**config.mk**
```make
export PLATFORM = sky130hd
export DESIGN_NAME = two_process_cpu_scheduler_core
export DESIGN_NICKNAME = d
export VERILOG_FILES = /design/src/hdl/tpcs_pkg.sv /design/src/hdl/two_process_cpu_scheduler_core.sv
export SDC_FILE = /design/constraint.sdc
export NUM_CORES = 1
export LEC_CHECK = 0
export BUFFER_PORTS_ARGS = -buffer_cell sky130_fd_sc_hd__buf_2
export CELL_PAD_IN_SITES_DETAIL_PLACEMENT = 1
export CELL_PAD_IN_SITES_GLOBAL_PLACEMENT = 1
export CORE_MARGIN = 3
export CORE_UTILIZATION = 45
export CTS_CLUSTER_SIZE = 24
export DETAILED_ROUTE_END_ITERATION = 16
export GPL_TIMING_DRIVEN = 0
export PLACE_DENSITY = 0.89
export SLEW_MARGIN = 20
export SYNTH_ARGS = -nofsm -noshare
export SYNTH_HDL_FRONTEND = slang
export SYNTH_SLANG_ARGS = --single-unit
```
**constraint.sdc**
```tcl
create_clock -name clock -period 19.15 [get_ports clock]
set_input_delay 0 -clock clock [delete_from_list [all_inputs] [get_ports clock]]
set_output_delay 0 -clock clock [all_outputs]
set_load 0.03 [all_outputs]
```
**src/hdl/tpcs_pkg.sv**
```systemverilog
// ----------------------------------------------------------------------------
// tpcs_pkg
// Types and constants for the two-process CPU scheduler core.
// ----------------------------------------------------------------------------
package tpcs_pkg;

   localparam int CSR_INDEX_BITS = 3;
   localparam int CSR_DATA_BITS  = 10;
   localparam int CFG_BURST_BITS = 10;
   localparam int SLICE_CFG_BITS = 8;
   localparam int SLICE_BITS     = 16;

   typedef enum logic [1:0] {
      ST_READY = 2'd0,
      ST_RUN   = 2'd1,
      ST_WAIT  = 2'd2,
      ST_DONE  = 2'd3
   } proc_state_type;

   typedef enum logic [1:0] {
      MODE_FCFS = 2'd0,
      MODE_SJF  = 2'd1,
      MODE_PSJF = 2'd2,
      MODE_RR   = 2'd3
   } policy_mode_type;

   typedef enum logic [CSR_INDEX_BITS-1:0] {
      CSR_POLICY_MODE  = 3'd0,
      CSR_TIME_SLICE   = 3'd1,
      CSR_FIRST_CPU_A  = 3'd2,
      CSR_IO_A         = 3'd3,
      CSR_SECOND_CPU_A = 3'd4,
      CSR_FIRST_CPU_B  = 3'd5,
      CSR_IO_B         = 3'd6,
      CSR_SECOND_CPU_B = 3'd7
   } csr_index_type;

endpackage

```
**src/hdl/two_process_cpu_scheduler_core.sv**
```systemverilog
// ----------------------------------------------------------------------------
// two_process_cpu_scheduler_core
// Steps a two-process scheduler (FCFS, SJF, preemptive SJF, round robin)
// one tick per request beat and reports states and run statistics.
// ----------------------------------------------------------------------------
// Usage:
//   Request channel (req_valid, req_stall, req_restart): one beat is one
//   scheduler tick; req_restart reloads the bursts and clears the counts
//   before the tick runs.
//   Response channel (rsp_valid, rsp_stall, rsp_*): one beat per request
//   beat, in order, carrying both process states and the saturating counts.
//   CSR port (csr_wr_en, csr_index, csr_wr_data): write policy, quantum and
//   burst lengths while no request is in flight; no read-back.
// Timing:
//   The tick is computed combinationally from the state registers into the
//   response register, so a response follows in the cycle after its request;
//   one beat is taken every cycle while req_stall is low.
// Reset:
//   Synchronous, active high. Config returns to mode 0, quantum 1, all
//   bursts 1; both processes are ready and all counts are zero.
// Stall:
//   While rsp_stall holds a waiting response, req_stall is raised and the
//   response payload holds.
// ----------------------------------------------------------------------------
module two_process_cpu_scheduler_core
   import tpcs_pkg::*;
#(
   parameter int BURST_BITS = 10,
   parameter int STAT_BITS  = 16
) (
   input  logic                      clock,
   input  logic                      reset,
   input  logic                      csr_wr_en,
   input  logic [CSR_INDEX_BITS-1:0] csr_index,
   input  logic [CSR_DATA_BITS-1:0]  csr_wr_data,
   input  logic                      req_valid,
   output logic                      req_stall,
   input  logic                      req_restart,
   output logic                      rsp_valid,
   input  logic                      rsp_stall,
   output logic [1:0]                rsp_state_a,
   output logic [1:0]                rsp_state_b,
   output logic [STAT_BITS-1:0]      rsp_ready_ticks_a,
   output logic [STAT_BITS-1:0]      rsp_ready_ticks_b,
   output logic [STAT_BITS-1:0]      rsp_busy_ticks,
   output logic [STAT_BITS-1:0]      rsp_run_length,
   output logic                      rsp_finished
);

   policy_mode_type            mode_ff;
   logic [SLICE_CFG_BITS-1:0]  time_slice_ff;
   logic [CFG_BURST_BITS-1:0]  first_cpu_a_ff, io_a_ff, second_cpu_a_ff;
   logic [CFG_BURST_BITS-1:0]  first_cpu_b_ff, io_b_ff, second_cpu_b_ff;

   proc_state_type             state_a_ff, state_b_ff, state_a_in, state_b_in;
   logic [BURST_BITS-1:0]      cpu_left_a_ff, io_left_a_ff, cpu_left_b_ff, io_left_b_ff;
   logic [BURST_BITS-1:0]      cpu_left_a_in, io_left_a_in, cpu_left_b_in, io_left_b_in;
   logic [SLICE_BITS-1:0]      slice_left_ff, slice_left_in;
   logic [STAT_BITS-1:0]       wait_a_ff, wait_b_ff, busy_ff, length_ff;
   logic [STAT_BITS-1:0]       wait_a_in, wait_b_in, busy_in, length_in;
   logic                       finished_in;

   logic                       rsp_valid_ff;
   proc_state_type             rsp_state_a_ff, rsp_state_b_ff;
   logic [STAT_BITS-1:0]       rsp_wait_a_ff, rsp_wait_b_ff, rsp_busy_ff, rsp_length_ff;
   logic                       rsp_finished_ff;

   logic                       req_accept;

   function automatic logic [STAT_BITS-1:0] sat_inc(input logic [STAT_BITS-1:0] v);
      sat_inc = (v == {STAT_BITS{1'b1}}) ? v : v + STAT_BITS'(1);
   endfunction

   assign req_stall  = rsp_valid_ff && rsp_stall;
   assign req_accept = req_valid && !req_stall;

   // config registers
   always_ff @(posedge clock) begin
      if (reset) begin
         mode_ff         <= MODE_FCFS;
         time_slice_ff   <= SLICE_CFG_BITS'(1);
         first_cpu_a_ff  <= CFG_BURST_BITS'(1);
         io_a_ff         <= CFG_BURST_BITS'(1);
         second_cpu_a_ff <= CFG_BURST_BITS'(1);
         first_cpu_b_ff  <= CFG_BURST_BITS'(1);
         io_b_ff         <= CFG_BURST_BITS'(1);
         second_cpu_b_ff <= CFG_BURST_BITS'(1);
      end else if (csr_wr_en) begin
         case (csr_index_type'(csr_index))
            CSR_POLICY_MODE:  mode_ff         <= policy_mode_type'(csr_wr_data[1:0]);
            CSR_TIME_SLICE:   time_slice_ff   <= csr_wr_data[SLICE_CFG_BITS-1:0];
            CSR_FIRST_CPU_A:  first_cpu_a_ff  <= csr_wr_data[CFG_BURST_BITS-1:0];
            CSR_IO_A:         io_a_ff         <= csr_wr_data[CFG_BURST_BITS-1:0];
            CSR_SECOND_CPU_A: second_cpu_a_ff <= csr_wr_data[CFG_BURST_BITS-1:0];
            CSR_FIRST_CPU_B:  first_cpu_b_ff  <= csr_wr_data[CFG_BURST_BITS-1:0];
            CSR_IO_B:         io_b_ff         <= csr_wr_data[CFG_BURST_BITS-1:0];
            CSR_SECOND_CPU_B: second_cpu_b_ff <= csr_wr_data[CFG_BURST_BITS-1:0];
            default: ;
         endcase
      end
   end

   // one scheduler tick
   always_comb begin : tick_logic
      proc_state_type        sa, sb;
      logic [BURST_BITS-1:0] ca, ia, cb, ib;
      logic [SLICE_BITS-1:0] sl;
      logic [STAT_BITS-1:0]  wa, wb, bc, lc;
      logic [SLICE_BITS-1:0] reload;
      logic                  rr, sj;

      rr     = (mode_ff == MODE_RR);
      sj     = (mode_ff == MODE_SJF) || (mode_ff == MODE_PSJF);
      reload = SLICE_BITS'(time_slice_ff);

      if (req_restart) begin
         sa = ST_READY;
         sb = ST_READY;
         ca = BURST_BITS'(first_cpu_a_ff);
         ia = BURST_BITS'(io_a_ff);
         cb = BURST_BITS'(first_cpu_b_ff);
         ib = BURST_BITS'(io_b_ff);
         sl = '0;
         wa = '0;
         wb = '0;
         bc = '0;
         lc = '0;
      end else begin
         sa = state_a_ff;
         sb = state_b_ff;
         ca = cpu_left_a_ff;
         ia = io_left_a_ff;
         cb = cpu_left_b_ff;
         ib = io_left_b_ff;
         sl = slice_left_ff;
         wa = wait_a_ff;
         wb = wait_b_ff;
         bc = busy_ff;
         lc = length_ff;
      end

      if (!(sa == ST_DONE && sb == ST_DONE)) begin
         // burst completion, process one first
         if (sa == ST_RUN && ca == '0) begin
            sa = (ia == '0) ? ST_DONE : ST_WAIT;
         end else if (sb == ST_RUN && cb == '0) begin
            sb = (ib == '0) ? ST_DONE : ST_WAIT;
         end

         // io completion loads the second burst
         if (sa == ST_WAIT && ia == '0) begin
            sa = ST_READY;
            ca = BURST_BITS'(second_cpu_a_ff);
         end
         if (sb == ST_WAIT && ib == '0) begin
            sb = ST_READY;
            cb = BURST_BITS'(second_cpu_b_ff);
         end

         // quantum expiry
         if (rr) begin
            if (sa == ST_RUN && sl == '0 && sb == ST_READY) begin
               sb = ST_RUN;
               sa = ST_READY;
               sl = reload;
            end
            if (sb == ST_RUN && sl == '0 && sa == ST_READY) begin
               sa = ST_RUN;
               sb = ST_READY;
               sl = reload;
            end
         end

         // dispatch and preemption
         if (sa == ST_READY && sb == ST_READY) begin
            if (sj && cb < ca) begin
               sb = ST_RUN;
            end else begin
               sa = ST_RUN;
            end
            if (rr) begin
               sl = reload;
            end
         end else if (sa == ST_READY && sb != ST_RUN) begin
            sa = ST_RUN;
            if (rr) begin
               sl = reload;
            end
         end else if (sb == ST_READY && sa != ST_RUN) begin
            sb = ST_RUN;
            if (rr) begin
               sl = reload;
            end
         end else if (mode_ff == MODE_PSJF) begin
            if (sa == ST_READY && ca < cb) begin
               sa = ST_RUN;
               sb = ST_READY;
            end else if (sb == ST_READY && cb < ca) begin
               sb = ST_RUN;
               sa = ST_READY;
            end
         end

         // statistics
         if (sa == ST_READY) begin
            wa = sat_inc(wa);
         end
         if (sb == ST_READY) begin
            wb = sat_inc(wb);
         end
         if (sa == ST_RUN) begin
            bc = sat_inc(bc);
         end
         if (sb == ST_RUN) begin
            bc = sat_inc(bc);
         end
         if (sa != ST_DONE || sb != ST_DONE) begin
            lc = sat_inc(lc);
         end

         // advance counters
         if (rr) begin
            sl = sl - SLICE_BITS'(1);
         end
         if (sa == ST_RUN) begin
            ca = ca - BURST_BITS'(1);
         end
         if (sa == ST_WAIT) begin
            ia = ia - BURST_BITS'(1);
         end
         if (sb == ST_RUN) begin
            cb = cb - BURST_BITS'(1);
         end
         if (sb == ST_WAIT) begin
            ib = ib - BURST_BITS'(1);
         end
      end

      state_a_in    = sa;
      state_b_in    = sb;
      cpu_left_a_in = ca;
      io_left_a_in  = ia;
      cpu_left_b_in = cb;
      io_left_b_in  = ib;
      slice_left_in = sl;
      wait_a_in     = wa;
      wait_b_in     = wb;
      busy_in       = bc;
      length_in     = lc;
      finished_in   = (sa == ST_DONE) && (sb == ST_DONE);
   end

   // scheduler state
   always_ff @(posedge clock) begin
      if (reset) begin
         state_a_ff    <= ST_READY;
         state_b_ff    <= ST_READY;
         cpu_left_a_ff <= BURST_BITS'(1);
         io_left_a_ff  <= BURST_BITS'(1);
         cpu_left_b_ff <= BURST_BITS'(1);
         io_left_b_ff  <= BURST_BITS'(1);
         slice_left_ff <= '0;
         wait_a_ff     <= '0;
         wait_b_ff     <= '0;
         busy_ff       <= '0;
         length_ff     <= '0;
      end else if (req_accept) begin
         state_a_ff    <= state_a_in;
         state_b_ff    <= state_b_in;
         cpu_left_a_ff <= cpu_left_a_in;
         io_left_a_ff  <= io_left_a_in;
         cpu_left_b_ff <= cpu_left_b_in;
         io_left_b_ff  <= io_left_b_in;
         slice_left_ff <= slice_left_in;
         wait_a_ff     <= wait_a_in;
         wait_b_ff     <= wait_b_in;
         busy_ff       <= busy_in;
         length_ff     <= length_in;
      end
   end

   // response register
   always_ff @(posedge clock) begin
      if (reset) begin
         rsp_valid_ff <= 1'b0;
      end else if (req_accept) begin
         rsp_valid_ff <= 1'b1;
      end else if (!rsp_stall) begin
         rsp_valid_ff <= 1'b0;
      end
   end

   always_ff @(posedge clock) begin
      if (req_accept) begin
         rsp_state_a_ff  <= state_a_in;
         rsp_state_b_ff  <= state_b_in;
         rsp_wait_a_ff   <= wait_a_in;
         rsp_wait_b_ff   <= wait_b_in;
         rsp_busy_ff     <= busy_in;
         rsp_length_ff   <= length_in;
         rsp_finished_ff <= finished_in;
      end
   end

   assign rsp_valid         = rsp_valid_ff;
   assign rsp_state_a       = rsp_state_a_ff;
   assign rsp_state_b       = rsp_state_b_ff;
   assign rsp_ready_ticks_a = rsp_wait_a_ff;
   assign rsp_ready_ticks_b = rsp_wait_b_ff;
   assign rsp_busy_ticks    = rsp_busy_ff;
   assign rsp_run_length    = rsp_length_ff;
   assign rsp_finished      = rsp_finished_ff;

   a_accept_gives_beat: assert property (@(posedge clock) disable iff (reset)
      req_accept |=> rsp_valid_ff)
      else $error("accepted request produced no response beat");

   a_finished_matches_states: assert property (@(posedge clock) disable iff (reset)
      rsp_valid_ff |-> (rsp_finished_ff ==
         ((rsp_state_a_ff == ST_DONE) && (rsp_state_b_ff == ST_DONE))))
      else $error("finished flag disagrees with process states");

   a_single_runner: assert property (@(posedge clock) disable iff (reset)
      !((state_a_ff == ST_RUN) && (state_b_ff == ST_RUN)))
      else $error("both processes running at once");

endmodule

```
==> results of run 1 <==
-- routing by layer --
metal | global-route usage (%) | part of all wire, % | up-vias
li1 | - | - | 6545
met1 | 39.8 | 41 | 7352
met2 | 53.4 | 48 | 643
met3 | 4.95 | 6.9 | 161
met4 | 13.4 | 4.4 | 0
met5 | 0 | 0 | -
-- critical path, delay by kind of cell --
| kind | cells | cell delay [ns] |
|---|---|---|
| simple gates | 8 | 2.57 |
| mux | 1 | 0.42 |
| compound gates | 7 | 1.83 |
| fa+ha+maj | 2 | 0.67 |
| xor+xnor | 1 | 0.17 |
| buf+inv | 10 | 4.99 |
-- sequential cells by signal (all words and copies together) (netlist names), 8 cells and up --
name / cells
io_left_a_ff: 10
wait_b_ff: 16
rsp_run_length: 16
io_left_b_ff: 10
slice_left_ff: 16
io_b_ff: 10
cpu_left_b_ff: 10
second_cpu_b_ff: 10
first_cpu_a_ff: 10
rsp_ready_ticks_a: 16
wait_a_ff: 16
rsp_busy_ticks: 16
busy_ff: 16
io_a_ff: 10
rsp_ready_ticks_b: 16
length_ff: 16
time_slice_ff: 8
first_cpu_b_ff: 10
cpu_left_a_ff: 10
second_cpu_a_ff: 10
-- repair_timing --
action	in CTS	in global routing
buffers inserted	0	0
endpoints found under the setup margin	0	0
hold buffers	13	0
endpoints found under the hold margin	64	0
resized for setup	0	0
-- cell families (layout without fill, tap and decap cells) --
group	count (synthesis)	after routing
and+or+nand+nor	781	781
AOI/OAI and AO/OA	417	417
DFF	264	264
buffers and inverters	131	285
xor gates and xnor gates	80	80
muxes	52	52
adders and majority gates	21	21
-- Yosys cell counts, types with 26 or more instances --
cell      count
edfxtp_1     69
inv_1        34
dfxtp_1     195
o21ai_0      76
nor3_1       48
nor2_1      192
a21oi_1     147
xnor2_1      43
xor2_1       34
a211oi_1     26
nor2b_1      38
nand2_1     276
clkbuf_1     71
nand3_1      59
mux2i_1      44
-- area by class of cell --
class	count	area, um^2
clock inverter	12	96.3
inverter	36	138
fill	3799	14600
tap	396	495
timing repair buffer	100	596
sequential	264	5980
multi-input combinational	1351	7930
clock buffer	42	826
buffer	95	377
-- power breakdown --
part           switching [W]  internal (W)  total [W]
Combinational       0.000137     0.0000542   0.000192
Sequential         0.0000153      0.000595   0.000610
Clock               0.000239      0.000312   0.000551
Total               0.000392      0.000961    0.00135
-- through the flow --
stage	power (W)	hold WS [ns]
after floorplan	0.000735	0.124
after global placement	0.000796	0.223
after detailed placement	0.000804	0.240
after CTS	0.00135	0.0130
after global routing	0.00139	0.0448
final	0.00135	-0.0000496
-- worst min-delay path by stage --
stage | slack, ns | depth (start not counted) | to
after CTS | 0.01 | 5 | busy_ff[9]
after floorplan | 0.12 | 1 | rsp_valid
after global placement | 0.22 | 2 | rsp_valid
final | -0.00005 | 5 | busy_ff[9]
after detailed placement | 0.24 | 2 | rsp_valid
after global routing | 0.04 | 5 | busy_ff[9]
==> impl_metrics.toml, run 1 <==
[timing]
drv_slew = 0
finalCritPeriodShare_pct = 53.2
rsz0062_at_grt = "false"
setup_viol = 0
finalHoldViolations = 1
fin_skew_ns = 0.0270
fin_setup_tns_ns = 0
tightest_slew_ns = 1.17
setup_slack_ns = 8.96
period_needed_ns = 10.19
max_freq_mhz = 98.1
relSlewSlack_pct = 22.1
worst_hold_slack_ns = -0.0000496

[placement]
gp_congestion = 0.928
postPlaceCellArea_mm2 = 0.0154
post-dp-hpwl_um = 39000
port_buffers = 85
post-place-cells = 2229
place_ws_ns = 8.96

[final_layout]
final_cell_mix = "nand2_1, dfxtp_1, nor2_1"
instances_no_fill = 2296
drive_gt1_share_pct = 9.47
fin_nets = 1918
antenna_cells = 0
layout_commonest_cell = "nand2_1"
utilization_pct = 52.9
stdcell_area_mm2 = 0.0164
syn_to_final_growth_pct = 14.1

[power]
pwr_density_cell_mw_per_mm2 = 82.3
p_leak_nw = 6.02
ir_worst_vdd_mv = 0.0693

[synthesis]
synthSimpleGateAreaFrac_pct = 26.2
syn_nets = 1786
synth_fa_ha_area_share_pct = 1.82
synth-seq-area-share_pct = 41.5
synth_seq_cells = 264
synth_top_family_by_area = "simple AND/OR/NAND/NOR gates"
synthXorXnorAreaFrac_pct = 5.02
synth-compound-area-share_pct = 18.3
synth.distinct_cells = 81
synth_ff_type = "dfxtp_1"
synthArstFlopShare_pct = 0
synthCells = 1746
synthesis.area_mm2 = 0.0144
synthMuxAreaShare_pct = 3.68
synth.area.top_cells = "dfxtp_1, edfxtp_1, nand2_1, a21oi_1, nor2_1"
avgSynthCellArea_um2 = 8.25
synth_top_cell_by_area = "dfxtp_1"
synth_top_area_share_pct = 27.1
synth-edff-count = 69
yosysWarningCount = 0

[worst_setup_path]
crit_arrival_ns = 10.65
cp-start-kind = "input pin"
critPathCapture = "cpu_left_b_ff[9]"
crit_type = "input pin to flop"
cp_slowest_cell = "nor3_1"
r2r_end = "cpu_left_b_ff[9]"
cp.required_ns = 19.61
critPathMaxStageDelay_ns = 0.90
reg2regPathDepth = 22
reg2reg_from = "io_left_b_ff[6]"
r2r_slack_ns = 11.62
endpoint_kind = "flop"
crit_start = "req_restart"
critPathMaxFanout = 10

[run_status]
status = "complete, but fails checks"
violations = "negative hold slack"

[detailed_routing]
wire_per_inst_um = 24.0
drt_iter0_markers = 1248
ant_nets = 0
routed_via_density = 6.40
vias = 14700
firstDrtPassIters = 7
wl_um = 55200
drcViolationCount = 0

[grt]
grt_usage_pct = 31.5
antenna_found_initial = 0
first_global_vias = 14900
grt_max_degree = 39
grt_pass1_wl_um = 84500
grt.overflow.total = 0

[die]
fp-row-count = 64
start_util_pct = 46.4
die-area_mm2 = 0.0342
core_mm2 = 0.0311
pin_count = 90
die_w_um = 185
die_height_um = 185

[clock_network]
clk_pin_slew_worst_paths_ns = 0.06
clk_latency_ns = 0.58
cts.sinks = 264
numCtsBuffers = 30
max-clock-path-buffers = 3
cts_root_buf = "clkbuf_16"
cts_tree = "done"
cts_htree_levels = 1

[hold_path]
hold_class = "input pin to flop"
hp-start = "rsp_stall"

[job]
drv_cap = 0
No activity file was read; power rests on OpenSTA's default activity.
==> inputs of run 2 (changes only) <==
--- a/config.mk
+++ b/config.mk
@@ -9,11 +9,11 @@
 export CELL_PAD_IN_SITES_DETAIL_PLACEMENT = 1
 export CELL_PAD_IN_SITES_GLOBAL_PLACEMENT = 1
 export CORE_MARGIN = 3
-export CORE_UTILIZATION = 45
+export CORE_UTILIZATION = 42
 export CTS_CLUSTER_SIZE = 24
 export DETAILED_ROUTE_END_ITERATION = 16
 export GPL_TIMING_DRIVEN = 0
-export PLACE_DENSITY = 0.89
+export PLACE_DENSITY = 0.88
 export SLEW_MARGIN = 20
 export SYNTH_ARGS = -nofsm -noshare
 export SYNTH_HDL_FRONTEND = slang
==> constraint.sdc (replaced) <==
create_clock -name clock -period 8.7 [get_ports clock]
set_input_delay 0 -clock clock [delete_from_list [all_inputs] [get_ports clock]]
set_output_delay 0 -clock clock [all_outputs]
set_load 0.03 [all_outputs]
==> impl_metrics.toml, run 2 (synthesis results as in run 1) <==
[final_layout]
drive_gt1_share_pct = 10.0
utilization_pct = 49.3
fin_nets = 1916
syn_to_final_growth_pct = 15.3
layout_commonest_cell = "nand2_1"
instances_no_fill = 2348
antenna_cells = 0
final_cell_mix = "nand2_1, dfxtp_1, nor2_1"

[placement]
post-place-cells = 2281
post-dp-hpwl_um = 39300
port_buffers = 85
gp_congestion = 0.950

[worst_setup_path]
critPathMaxFanout = 37
cp-start-kind = "input pin"
crit_start = "req_restart"
cp.required_ns = 9.21
cp_common_cell = "buf_2"
crit_type = "input pin to flop"
critPathMaxStageDelay_ns = 0.65
reg2reg_from = "io_left_a_ff[5]"
cp_slowest_cell = "a2111oi_1"
reg2regPathDepth = 22
crit_arrival_ns = 8.70
endpoint_kind = "flop"
critPathCapture = "busy_ff[9]"
r2r_slack_ns = 0.92
r2r_end = "busy_ff[9]"

[clock_network]
max-clock-path-buffers = 3
clk_latency_ns = 0.59
cts_htree_levels = 1
cts_tree = "done"
cts_setup_buffers = 0
clk_pin_slew_worst_paths_ns = 0.06
cts_root_buf = "clkbuf_16"
numCtsBuffers = 30
cts.sinks = 264

[timing]
finalHoldViolations = 0
rsz0062_at_grt = "false"
tightest_slew_ns = 1.24
setup_viol = 0
fin_skew_ns = 0.0165
drv_slew = 0
finalCritPeriodShare_pct = 94.1
relSlewSlack_pct = 17.0
max_freq_mhz = 122
period_needed_ns = 8.19

[hold_path]
hold_class = "input pin to flop"

[grt]
first_global_vias = 14600
antenna_found_initial = 0
grt_max_degree = 39
grt_pass1_wl_um = 83700
grt_usage_pct = 29.2
grt.overflow.total = 0

[detailed_routing]
drcViolationCount = 0
wl_um = 54600
wire_per_inst_um = 23.3
vias = 14500
firstDrtPassIters = 5
routed_via_density = 6.18
ant_nets = 0
drt_iter0_markers = 1263

[power]
pwr_density_cell_mw_per_mm2 = 186
p_leak_nw = 6.07
ir_worst_vdd_mv = 0.160

[die]
die-area_mm2 = 0.0366
start_util_pct = 42.8
fp-row-count = 67
die_height_um = 191
pin_count = 90
core_mm2 = 0.0337
die_w_um = 191

[run_status]
status = "finished, final reports clean"

[job]
drv_cap = 0
==> run 2: cell count changes in the layout (fill, tap and decap cells not counted), moves of 2 or more <==
cell        delta
clkbuf_1       -9
clkinvlp_4     +4
buf_1          -2
bufinv_16      +3
clkinv_2       +3
==> run 2: layer usage <==
layer | up-vias | wire [um] | GRT usage [%]
met5 | - | 0 | 0
met4 | 0 | 2280 | 12.3
met3 | 151 | 4230 | 4.20
met2 | 618 | 25500 | 49.4
met1 | 7194 | 22600 | 37.4
li1 | 6540 | - | -
==> run 2: timing repair <==
action / in CTS / in global routing
hold endpoints to repair: 68 / 0
setup endpoints to repair: 126 / 42
gates resized for setup: 2 / 4
hold buffers: 14 / 0
==> run 2: final cells by class <==
class	instances	area, um^2
clock buffer	33	782
tap	448	561
timing repair buffer	101	606
clock inverter	23	254
multi-input combinational	1351	7930
inverter	36	138
fill	4082	17100
buffer	92	372
sequential	264	5980
==> run 2: worst min-delay path by stage <==
| stage | from | endpoint | slack, ns | depth (start not counted) |
|---|---|---|---|---|
| final | csr_index[1] | second_cpu_b_ff[7] | 0.06 | 5 |
| after global routing | csr_index[2] | first_cpu_b_ff[7] | 0.13 | 5 |
| after CTS | csr_index[1] | second_cpu_b_ff[7] | 0.05 | 5 |
| after detailed placement | req_valid | rsp_valid | 0.29 | 2 |
| after global placement | req_valid | rsp_valid | 0.22 | 2 |
| after floorplan | req_valid | rsp_valid | 0.12 | 1 |
==> run 2: metrics by stage <==
step	TNS (ns)	worst slack (ns)	area [um^2]	hold slack, ns	power, W
2_1_floorplan	0	1.62	14400	0.124	0.00162
3_3_place_gp	-126.66	-1.49	15400	0.222	0.00175
3_5_place_dp	-146.77	-1.68	15400	0.290	0.00177
4_1_cts	0	0.0448	16600	0.0455	0.00310
5_1_grt	0	0.125	16600	0.134	0.00319
6_report	0	0.512	16600	0.0626	0.00309
==> run 2: power breakdown <==
| group | total, W | switching, W | internal (W) |
|---|---|---|---|
| clock network | 0.00133 | 0.000558 | 0.000771 |
| logic | 0.000422 | 0.000302 | 0.000120 |
| registers | 0.00134 | 0.0000331 | 0.00131 |
| total | 0.00309 | 0.000893 | 0.00220 |
==> run 2: critical path: cells and delay by family <==
family / cells / cell delay, ns
xor+xnor: 1 / 0.44
compound gates: 7 / 1.95
fa+ha+maj: 2 / 0.66
buf+inv: 8 / 2.85
mux: 1 / 0.41
simple gates: 8 / 2.38
